## config.mk

```make
export PLATFORM = sky130hd
export DESIGN_NAME = single_wire_rgb_led_decoder
export DESIGN_NICKNAME = d
export VERILOG_FILES = /design/src/rtl/core/swrgb_pkg.sv /design/src/rtl/core/swrgb_cfg_regs.sv /design/src/rtl/core/swrgb_decode.sv /design/src/rtl/core/single_wire_rgb_led_decoder.sv
export SDC_FILE = /design/constraint.sdc
export NUM_CORES = 1
export LEC_CHECK = 0
export ABC_CLOCK_PERIOD_IN_PS = 6750
export BUFFER_PORTS_ARGS = -buffer_cell sky130_fd_sc_hd__clkbuf_2
export CORE_MARGIN = 1.5
export CORE_UTILIZATION = 25
export CTS_CLUSTER_DIAMETER = 30
export DETAILED_ROUTE_END_ITERATION = 6
export RECOVER_POWER = 50
export REMOVE_ABC_BUFFERS = 1
export SLEW_MARGIN = 10
export SYNTH_ARGS = -nofsm -noshare
export SYNTH_HDL_FRONTEND = slang
export SYNTH_SLANG_ARGS = --single-unit
```

## constraint.sdc

```tcl
create_clock -name clk -period 6.75 [get_ports clk]
set_input_delay 0.675 -clock clk [delete_from_list [all_inputs] [get_ports clk]]
set_output_delay 0.675 -clock clk [all_outputs]
set_load 0.02 [all_outputs]
```

## src/rtl/core/swrgb_pkg.sv

```systemverilog
// ---------------------------------------------------------------------------
// swrgb_pkg
// Shared types, constants and timing window helpers of the LED decoder.
// ---------------------------------------------------------------------------
`default_nettype none

package swrgb_pkg;

    // Upper bound on LEDs consumed before forwarding
    localparam logic [10:0] MAX_LEDS = 11'd1024;

    // Configuration register indexes
    localparam logic [2:0] CFG_RESET_NS     = 3'd0;
    localparam logic [2:0] CFG_ZERO_HIGH_NS = 3'd1;
    localparam logic [2:0] CFG_ONE_HIGH_NS  = 3'd2;
    localparam logic [2:0] CFG_ZERO_LOW_NS  = 3'd3;
    localparam logic [2:0] CFG_ONE_LOW_NS   = 3'd4;
    localparam logic [2:0] CFG_TOLERANCE_NS = 3'd5;
    localparam logic [2:0] CFG_LED_COUNT    = 3'd6;

    // Reset values of the configuration registers
    localparam logic [19:0] RESET_NS_DFLT     = 20'd50000;
    localparam logic [11:0] ZERO_HIGH_NS_DFLT = 12'd400;
    localparam logic [11:0] ONE_HIGH_NS_DFLT  = 12'd850;
    localparam logic [11:0] ZERO_LOW_NS_DFLT  = 12'd850;
    localparam logic [11:0] ONE_LOW_NS_DFLT   = 12'd400;
    localparam logic [9:0]  TOLERANCE_NS_DFLT = 10'd150;
    localparam logic [10:0] LED_COUNT_DFLT    = 11'd1;

    // Byte slots within one LED, in wire order
    localparam logic [1:0] BYTE_GREEN = 2'd0;
    localparam logic [1:0] BYTE_RED   = 2'd1;
    localparam logic [1:0] BYTE_BLUE  = 2'd2;

    typedef struct packed {
        logic [19:0] reset_ns;
        logic [11:0] zero_high_ns;
        logic [11:0] one_high_ns;
        logic [11:0] zero_low_ns;
        logic [11:0] one_low_ns;
        logic [9:0]  tolerance_ns;
        logic [10:0] led_count;
    } swrgb_cfg_t;

    typedef struct packed {
        logic       drive_valid;
        logic       drive_level;
        logic       led_valid;
        logic [9:0] led_number;
        logic [7:0] red;
        logic [7:0] green;
        logic [7:0] blue;
    } swrgb_result_t;

    // t > nom - tol, with a negative bound admitting everything
    function automatic logic above_low(input logic [19:0] t, input logic [11:0] nom,
                                       input logic [9:0] tol);
        logic [12:0] diff;
        diff = {1'b0, nom} - {3'b000, tol};
        return diff[12] || (t > {7'b0000000, diff});
    endfunction

    // t < nom + tol
    function automatic logic below_high(input logic [19:0] t, input logic [11:0] nom,
                                        input logic [9:0] tol);
        logic [12:0] sum;
        sum = {1'b0, nom} + {3'b000, tol};
        return t < {7'b0000000, sum};
    endfunction

endpackage

`default_nettype wire

```

## src/rtl/core/swrgb_cfg_regs.sv

```systemverilog
// ---------------------------------------------------------------------------
// swrgb_cfg_regs
// Configuration register file written through its own valid/ready channel.
// ---------------------------------------------------------------------------
`default_nettype none

module swrgb_cfg_regs
    import swrgb_pkg::*;
(
    input  wire logic        clk,
    input  wire logic        rst_n,
    input  wire logic        cfg_valid,
    output logic             cfg_ready,
    input  wire logic [2:0]  cfg_index,
    input  wire logic [19:0] cfg_data,
    output swrgb_cfg_t       cfg
);

    swrgb_cfg_t cfg_reg;
    swrgb_cfg_t cfg_next;

    assign cfg_ready = 1'b1;
    assign cfg       = cfg_reg;

    always_comb
    begin
        cfg_next = cfg_reg;
        if (cfg_valid)
        begin
            unique case (cfg_index)
                CFG_RESET_NS:     cfg_next.reset_ns     = cfg_data;
                CFG_ZERO_HIGH_NS: cfg_next.zero_high_ns = cfg_data[11:0];
                CFG_ONE_HIGH_NS:  cfg_next.one_high_ns  = cfg_data[11:0];
                CFG_ZERO_LOW_NS:  cfg_next.zero_low_ns  = cfg_data[11:0];
                CFG_ONE_LOW_NS:   cfg_next.one_low_ns   = cfg_data[11:0];
                CFG_TOLERANCE_NS: cfg_next.tolerance_ns = cfg_data[9:0];
                CFG_LED_COUNT:    cfg_next.led_count    = cfg_data[10:0];
                default:          cfg_next = cfg_reg;
            endcase
        end
    end

    always_ff @(posedge clk or negedge rst_n)
    begin
        if (!rst_n)
        begin
            cfg_reg.reset_ns     <= RESET_NS_DFLT;
            cfg_reg.zero_high_ns <= ZERO_HIGH_NS_DFLT;
            cfg_reg.one_high_ns  <= ONE_HIGH_NS_DFLT;
            cfg_reg.zero_low_ns  <= ZERO_LOW_NS_DFLT;
            cfg_reg.one_low_ns   <= ONE_LOW_NS_DFLT;
            cfg_reg.tolerance_ns <= TOLERANCE_NS_DFLT;
            cfg_reg.led_count    <= LED_COUNT_DFLT;
        end
        else
        begin
            cfg_reg <= cfg_next;
        end
    end

endmodule

`default_nettype wire

```

## src/rtl/core/swrgb_decode.sv

```systemverilog
// ---------------------------------------------------------------------------
// swrgb_decode
// Edge classifier, bit assembler and frame state; one edge per enable.
// ---------------------------------------------------------------------------
`default_nettype none

module swrgb_decode
    import swrgb_pkg::*;
(
    input  wire logic        clk,
    input  wire logic        rst_n,
    input  wire logic        step_en,
    input  wire logic        edge_rising,
    input  wire logic [19:0] interval_ns,
    input  swrgb_cfg_t       cfg,
    output swrgb_result_t    res
);

    logic [7:0]  shift_reg,   shift_next;
    logic [2:0]  bit_pos_reg, bit_pos_next;
    logic [1:0]  byte_pos_reg, byte_pos_next;
    logic [10:0] leds_reg,    leds_next;
    logic [7:0]  green_reg,   green_next;
    logic [7:0]  red_reg,     red_next;
    logic        long_reg,    long_next;
    logic        pending_reg, pending_next;

    logic [10:0] limit;
    logic        filled;
    logic        do_store;
    logic        store_val;
    logic [7:0]  set_byte;

    assign limit  = (cfg.led_count > MAX_LEDS) ? MAX_LEDS : cfg.led_count;
    assign filled = leds_reg >= limit;

    always_comb
    begin
        shift_next    = shift_reg;
        bit_pos_next  = bit_pos_reg;
        byte_pos_next = byte_pos_reg;
        leds_next     = leds_reg;
        green_next    = green_reg;
        red_next      = red_reg;
        long_next     = long_reg;
        pending_next  = pending_reg;
        res           = '0;
        do_store      = 1'b0;
        store_val     = 1'b0;
        set_byte      = shift_reg;

        if (edge_rising)
        begin
            if (interval_ns > cfg.reset_ns)
            begin
                // long low gap: restart the frame
                shift_next    = '0;
                leds_next     = '0;
                byte_pos_next = BYTE_GREEN;
                bit_pos_next  = 3'd7;
            end
            else if (above_low(interval_ns, cfg.one_low_ns, cfg.tolerance_ns) &&
                     below_high(interval_ns, cfg.zero_low_ns, cfg.tolerance_ns))
            begin
                if (filled)
                begin
                    res.drive_valid = 1'b1;
                    res.drive_level = 1'b1;
                end
                else if (pending_reg)
                begin
                    if (long_reg)
                    begin
                        if (below_high(interval_ns, cfg.one_low_ns, cfg.tolerance_ns))
                        begin
                            do_store  = 1'b1;
                            store_val = 1'b1;
                        end
                    end
                    else if (above_low(interval_ns, cfg.zero_low_ns, cfg.tolerance_ns))
                    begin
                        do_store  = 1'b1;
                        store_val = 1'b0;
                    end
                end
            end
            pending_next = 1'b1;
        end
        else
        begin
            if (filled)
            begin
                res.drive_valid = 1'b1;
                res.drive_level = 1'b0;
            end
            else if (above_low(interval_ns, cfg.zero_high_ns, cfg.tolerance_ns) &&
                     below_high(interval_ns, cfg.one_high_ns, cfg.tolerance_ns))
            begin
                long_next = above_low(interval_ns, cfg.one_high_ns, cfg.tolerance_ns);
                // last bit of an LED has no bounded low time: take it now
                if (byte_pos_reg >= BYTE_BLUE && bit_pos_reg == 3'd0)
                begin
                    do_store     = 1'b1;
                    store_val    = long_next;
                    pending_next = 1'b0;
                end
            end
        end

        if (do_store)
        begin
            set_byte[bit_pos_reg] = store_val;
            if (bit_pos_reg != 3'd0)
            begin
                shift_next   = set_byte;
                bit_pos_next = bit_pos_reg - 3'd1;
            end
            else
            begin
                bit_pos_next = 3'd7;
                shift_next   = '0;
                unique case (byte_pos_reg)
                    BYTE_GREEN:
                    begin
                        green_next    = set_byte;
                        byte_pos_next = BYTE_RED;
                    end
                    BYTE_RED:
                    begin
                        red_next      = set_byte;
                        byte_pos_next = BYTE_BLUE;
                    end
                    default:
                    begin
                        res.led_valid  = 1'b1;
                        res.led_number = leds_reg[9:0];
                        res.red        = red_reg;
                        res.green      = green_reg;
                        res.blue       = set_byte;
                        byte_pos_next  = BYTE_GREEN;
                        leds_next      = leds_reg + 11'd1;
                    end
                endcase
            end
        end
    end

    always_ff @(posedge clk or negedge rst_n)
    begin
        if (!rst_n)
        begin
            shift_reg    <= '0;
            bit_pos_reg  <= 3'd7;
            byte_pos_reg <= BYTE_GREEN;
            leds_reg     <= '0;
            green_reg    <= '0;
            red_reg      <= '0;
            long_reg     <= 1'b0;
            pending_reg  <= 1'b0;
        end
        else if (step_en)
        begin
            shift_reg    <= shift_next;
            bit_pos_reg  <= bit_pos_next;
            byte_pos_reg <= byte_pos_next;
            leds_reg     <= leds_next;
            green_reg    <= green_next;
            red_reg      <= red_next;
            long_reg     <= long_next;
            pending_reg  <= pending_next;
        end
    end

endmodule

`default_nettype wire

```

## src/rtl/core/single_wire_rgb_led_decoder.sv

```systemverilog
// ---------------------------------------------------------------------------
// single_wire_rgb_led_decoder
// Decoder for a single-wire NRZ RGB LED stream with pass-through output.
// ---------------------------------------------------------------------------
// One transaction on the input channel carries one edge of the data wire:
// its direction and the time in ns since the previous edge. Every input
// transaction yields exactly one output transaction, in order. The block
// accepts one edge per clock cycle while the result register is free or
// being drained by out_ready; an accepted edge waits in the input register
// and moves into the result register when that slot is free or being
// drained, and its result is then presented on out_valid. The result
// register lets the next edge enter while a finished result waits for
// out_ready. Throughput is set only by the single
// pass of compare and update logic between those two registers. A result
// reports either a completed LED (index plus green, red, blue bytes, taken in
// that wire order) or, once the configured LED count is reached, the level
// to forward on the output pin; unused fields read zero. Write configuration
// only while no transaction is in flight; cfg_ready is always high.
// ---------------------------------------------------------------------------
`default_nettype none

module single_wire_rgb_led_decoder
    import swrgb_pkg::*;
(
    input  wire logic        clk,
    input  wire logic        rst_n,

    // edge input channel
    input  wire logic        in_valid,
    output logic             in_ready,
    input  wire logic        edge_rising,
    input  wire logic [19:0] interval_ns,

    // result channel
    output logic             out_valid,
    input  wire logic        out_ready,
    output logic             drive_valid,
    output logic             drive_level,
    output logic             led_valid,
    output logic [9:0]       led_number,
    output logic [7:0]       red,
    output logic [7:0]       green,
    output logic [7:0]       blue,

    // configuration write channel
    input  wire logic        cfg_valid,
    output logic             cfg_ready,
    input  wire logic [2:0]  cfg_index,
    input  wire logic [19:0] cfg_data
);

    swrgb_cfg_t    cfg;
    swrgb_result_t step_res;

    // input register
    logic          in_valid_reg;
    logic          edge_reg;
    logic [19:0]   interval_reg;

    // result register
    logic          out_valid_reg;
    swrgb_result_t res_reg;

    logic          advance;

    // Move the held edge into the result register when that slot is free
    // or being drained this cycle; decoder state updates with the same step.
    assign advance  = in_valid_reg && (!out_valid_reg || out_ready);
    assign in_ready = !in_valid_reg || advance;

    swrgb_cfg_regs u_cfg_regs (
        .clk       (clk),
        .rst_n     (rst_n),
        .cfg_valid (cfg_valid),
        .cfg_ready (cfg_ready),
        .cfg_index (cfg_index),
        .cfg_data  (cfg_data),
        .cfg       (cfg)
    );

    swrgb_decode u_decode (
        .clk         (clk),
        .rst_n       (rst_n),
        .step_en     (advance),
        .edge_rising (edge_reg),
        .interval_ns (interval_reg),
        .cfg         (cfg),
        .res         (step_res)
    );

    // Hold the accepted edge until the decoder takes it.
    always_ff @(posedge clk or negedge rst_n)
    begin
        if (!rst_n)
        begin
            in_valid_reg <= 1'b0;
        end
        else if (in_ready)
        begin
            in_valid_reg <= in_valid;
        end
    end

    always_ff @(posedge clk)
    begin
        if (in_valid && in_ready)
        begin
            edge_reg     <= edge_rising;
            interval_reg <= interval_ns;
        end
    end

    // Result register: load on advance, drop on acceptance.
    always_ff @(posedge clk or negedge rst_n)
    begin
        if (!rst_n)
        begin
            out_valid_reg <= 1'b0;
        end
        else if (advance)
        begin
            out_valid_reg <= 1'b1;
        end
        else if (out_ready)
        begin
            out_valid_reg <= 1'b0;
        end
    end

    always_ff @(posedge clk)
    begin
        if (advance)
        begin
            res_reg <= step_res;
        end
    end

    assign out_valid   = out_valid_reg;
    assign drive_valid = res_reg.drive_valid;
    assign drive_level = res_reg.drive_level;
    assign led_valid   = res_reg.led_valid;
    assign led_number  = res_reg.led_number;
    assign red         = res_reg.red;
    assign green       = res_reg.green;
    assign blue        = res_reg.blue;

endmodule

`default_nettype wire

```

==> results_dict.tcl <==
set metrics [dict create \
    hp-start "interval_ns[3]" \
    fin_ws_ns 0.550 \
    rsz0062_at_grt "false" \
    grt_busiest_layer "met2" \
    fin_area_mm2 0.0157 \
    synth_flop_cell "dfrtp_1" \
    syn2layout_area_growth_pct 13.2 \
    clkLatencyLatePin_ns 0.48 \
    sw_frac_of_total_pct 42.1 \
    crit_path_end_kind "flop" \
    cts_max_path_buffers 2 \
    grt_max_degree 82 \
    r2r_setup_slack_ns 0.55 \
    drt_wl_total_um 36100 \
    cp_max_fo 9 \
    ios 89 \
    fin_crit_sh_pct 91.9 \
    p_int_w 0.00304 \
    syn_inst 1380 \
    num_rows 86 \
    p_leak_nw 6.66 \
    reg2reg_from "u_cfg_regs.cfg[12]" \
    nNetsFinal 1705 \
    r2r-end "u_decode.green_reg[5]" \
    vias_per_cell 4.83 \
    cts-root-buf "clkbuf_16" \
    worstRegToRegCells 20 \
    met3_usage_pct 2.71 \
    max_cap_viol_count 5 \
    multi_input_area_mm2 0.00817 \
    first_iter_violations 583 \
    yosys_warnings 0 \
    hold_depth 1 \
    routabilityCongestion 0.863 \
    dpl.hpwl_um 28400 \
    regArea_mm2 0.00511 \
    clock.fmax_mhz 161 \
    slew_violations 212 \
    hold_end "interval_reg[3]" \
    cts_htree_levels 4 \
    synth_edf_count 58 \
    peakVddDrop_mv 0.213 \
    yosysSeqAreaShare_pct 36.9 \
    netlist_top_cells_count "ha_1 (192), inv_1 (116), dfrtp_1 (103)" \
    yosysTopAreaCell "dfrtp_1" \
    drc 0 \
    cp.required_ns 7.12 \
    post_drt_wl_per_cell_um 16.6 \
    die_area_mm2 0.0567 \
    grt_first_pass_wirelength_um 56900 \
    maxSlewHeadroom_pct -95.2 \
    firstDrtPassIters 5 \
    route.vias.total 10500 \
    use_met1_pct 16.2 \
    p_total_w 0.00525 \
    setup-tns-final_ns 0 \
    combPwrFrac_pct 49.9 \
    synthTopCellsByArea "dfrtp_1 (19%), ha_1 (17%), edfxtp_1 (13%)" \
    max_stage_delay_ns 0.73 \
    netlist_area_mm2 0.0138 \
    crit_family "compound AO/OA/AOI/OAI gates" \
    cts_tree "built" \
    dieWidth_um 238 \
    power.switching_w 0.00221 \
    p_seq_share_pct 30.1 \
    clock_skew_ns 0.0195 \
    placed_cell_area_mm2 0.0151 \
    path_class "flop to flop" \
    synth_most_common_cell "ha_1" \
    met2_usage_pct 21.8 \
    violations "max-capacitance violations, max-slew violations" \
    core_area_mm2 0.0549 \
    fin_crit_ns 6.20 \
    postLayoutCoreUtil_pct 28.5 \
    start_util_pct 25.2 \
    ant_nets 0 \
    ys_seq_elements 191 \
    ys_types 85 \
    grt_pass1_vias 10400 \
    path_cells "inv_1 > ha_1 > nand2b_1 > a21oi_1 > o21ai_0 > a21oi_1 > o21bai_1 > a21oi_1 > o311ai_0 > nand2_1 > xor2_1 > ha_1 > a21o_1 > a21o_1 > a21o_1 > a2111oi_2 > a21boi_2 > nand4_1 > nor4_2 > mux2_2" \
    crit_buf_inv 1 \
    cp-start-kind "flop" \
    largest_reg_flops 89 \
    finalSetupViolCount 0 \
    drive_above_1_share_pct 14.2 \
    clock_power_share_pct 20.0 \
    worstMarginPinSlew_ns 2.93 \
    power.density_mw_per_mm2 335 \
    port_buffers 87 \
    clock-sinks 191 \
    cp_data_arrival_time_ns 6.57 \
    antenna_found_initial 2 \
    cts_buffers 17 \
    async_reset_ff_share_pct 69.6 \
    track_usage_pct 12.9 \
    hold_violations 0 \
    grt_overflow 0 \
    status "complete, but fails checks" \
    synth.avg_cell_area_um2 10.0 \
    fillers 5755 \
    place_ws_ns 0.180 \
    yosysTopAreaCellShare_pct 18.6 \
    crit_slowest_cell "nor4_2" \
    clk_pin_slew_worst_paths_ns 0.08 \
    fp.dieH_um 238 \
    hold_path.class "input pin to flop" \
]
[layout by cell type, fill, tap and decap left out, types with 12 or more instances in the layout]
cell,count
dfrtp_1,103
mux2_2,72
dfstp_2,30
xor2_1,15
nor2_1,62
edfxtp_1,58
clkbuf_2,43
clkbuf_1,48
o21ai_0,87
mux2_1,12
nand2_1,73
o21bai_1,12
nor3_1,37
o21a_1,18
nor2b_1,17
ha_1,192
nand2b_1,23
o211ai_1,13
nand3_1,31
nand4_1,15
inv_1,115
a21o_1,23
and2_1,35
a21oi_1,93
xnor2_1,37
clkbuf_16,17
[power by group through the flow]
stage | clock (W) | combinational, W | sequential [W]
finish | 0.00105 | 0.00262 | 0.00158
CTS | 0.00108 | 0.00263 | 0.00158
detailed placement | 0 | 0.00261 | 0.00160
global placement | 0 | 0.00253 | 0.00160
floorplan | 0 | 0.00195 | 0.00156
global route | 0.00112 | 0.00296 | 0.00161
[logic make-up after synthesis]
| family | count (synthesis) | synth area share [%] |
|---|---|---|
| fa+ha+maj | 199 | 18.4 |
| compound gates | 330 | 15.6 |
| buf+inv | 156 | 4.35 |
| xor+xnor | 52 | 3.29 |
| simple gates | 363 | 14.3 |
| flops | 191 | 36.9 |
| mux | 88 | 7.13 |
| other cells | 1 | 0.0271 |
[cell type report]
cell class	instances	share of cell area [%]
Antenna cell	1	0.0160
Clock buffer	17	2.72
Clock inverter	15	1.19
Inverter	117	2.81
Multi-Input combinational cell	1034	52.2
Sequential cell	191	32.6
Tap cell	704	5.63
Timing Repair Buffer	96	2.85
[worst max-delay path by stage]
| stage | from | end | slack [ns] | cells past startpoint |
|---|---|---|---|---|
| 6_report | u_cfg_regs.cfg[12] | u_decode.green_reg[5] | 0.55 | 20 |
| 3_3_place_gp | u_cfg_regs.cfg[12] | blue[3] | 0.42 | 21 |
| 5_1_grt | u_cfg_regs.cfg[12] | u_decode.leds_reg[1] | 0.01 | 20 |
| 3_5_place_dp | u_cfg_regs.cfg[12] | blue[3] | 0.18 | 21 |
| 4_1_cts | u_cfg_regs.cfg[12] | blue[3] | 0.21 | 21 |
| 2_1_floorplan | u_cfg_regs.cfg[12] | blue[0] | 1.36 | 21 |
[what timing repair did]
action / in CTS / in global routing
setup buffers: 0 / 1
endpoints found under the setup margin: 0 / 41
endpoints found under the hold margin: 0 / 0
resized for setup: 0 / 4
hold buffers: 0 / 0
[metal layers]
layer / vias to the layer above / routed length, um
met3: 50 / 1620
met2: 198 / 16900
met4: 4 / 913
met1: 5081 / 16600
met5: - / 26
li1: 5173 / -
[through the flow]
step	hold WS [ns]	std cells
final	0.374	2175
after global routing	0.357	2174
after CTS	0.131	2172
after detailed placement	0.474	2140
after global placement	0.468	2140
after floorplan	0.379	1341
Note: power is estimated with default switching activity, not from simulation.
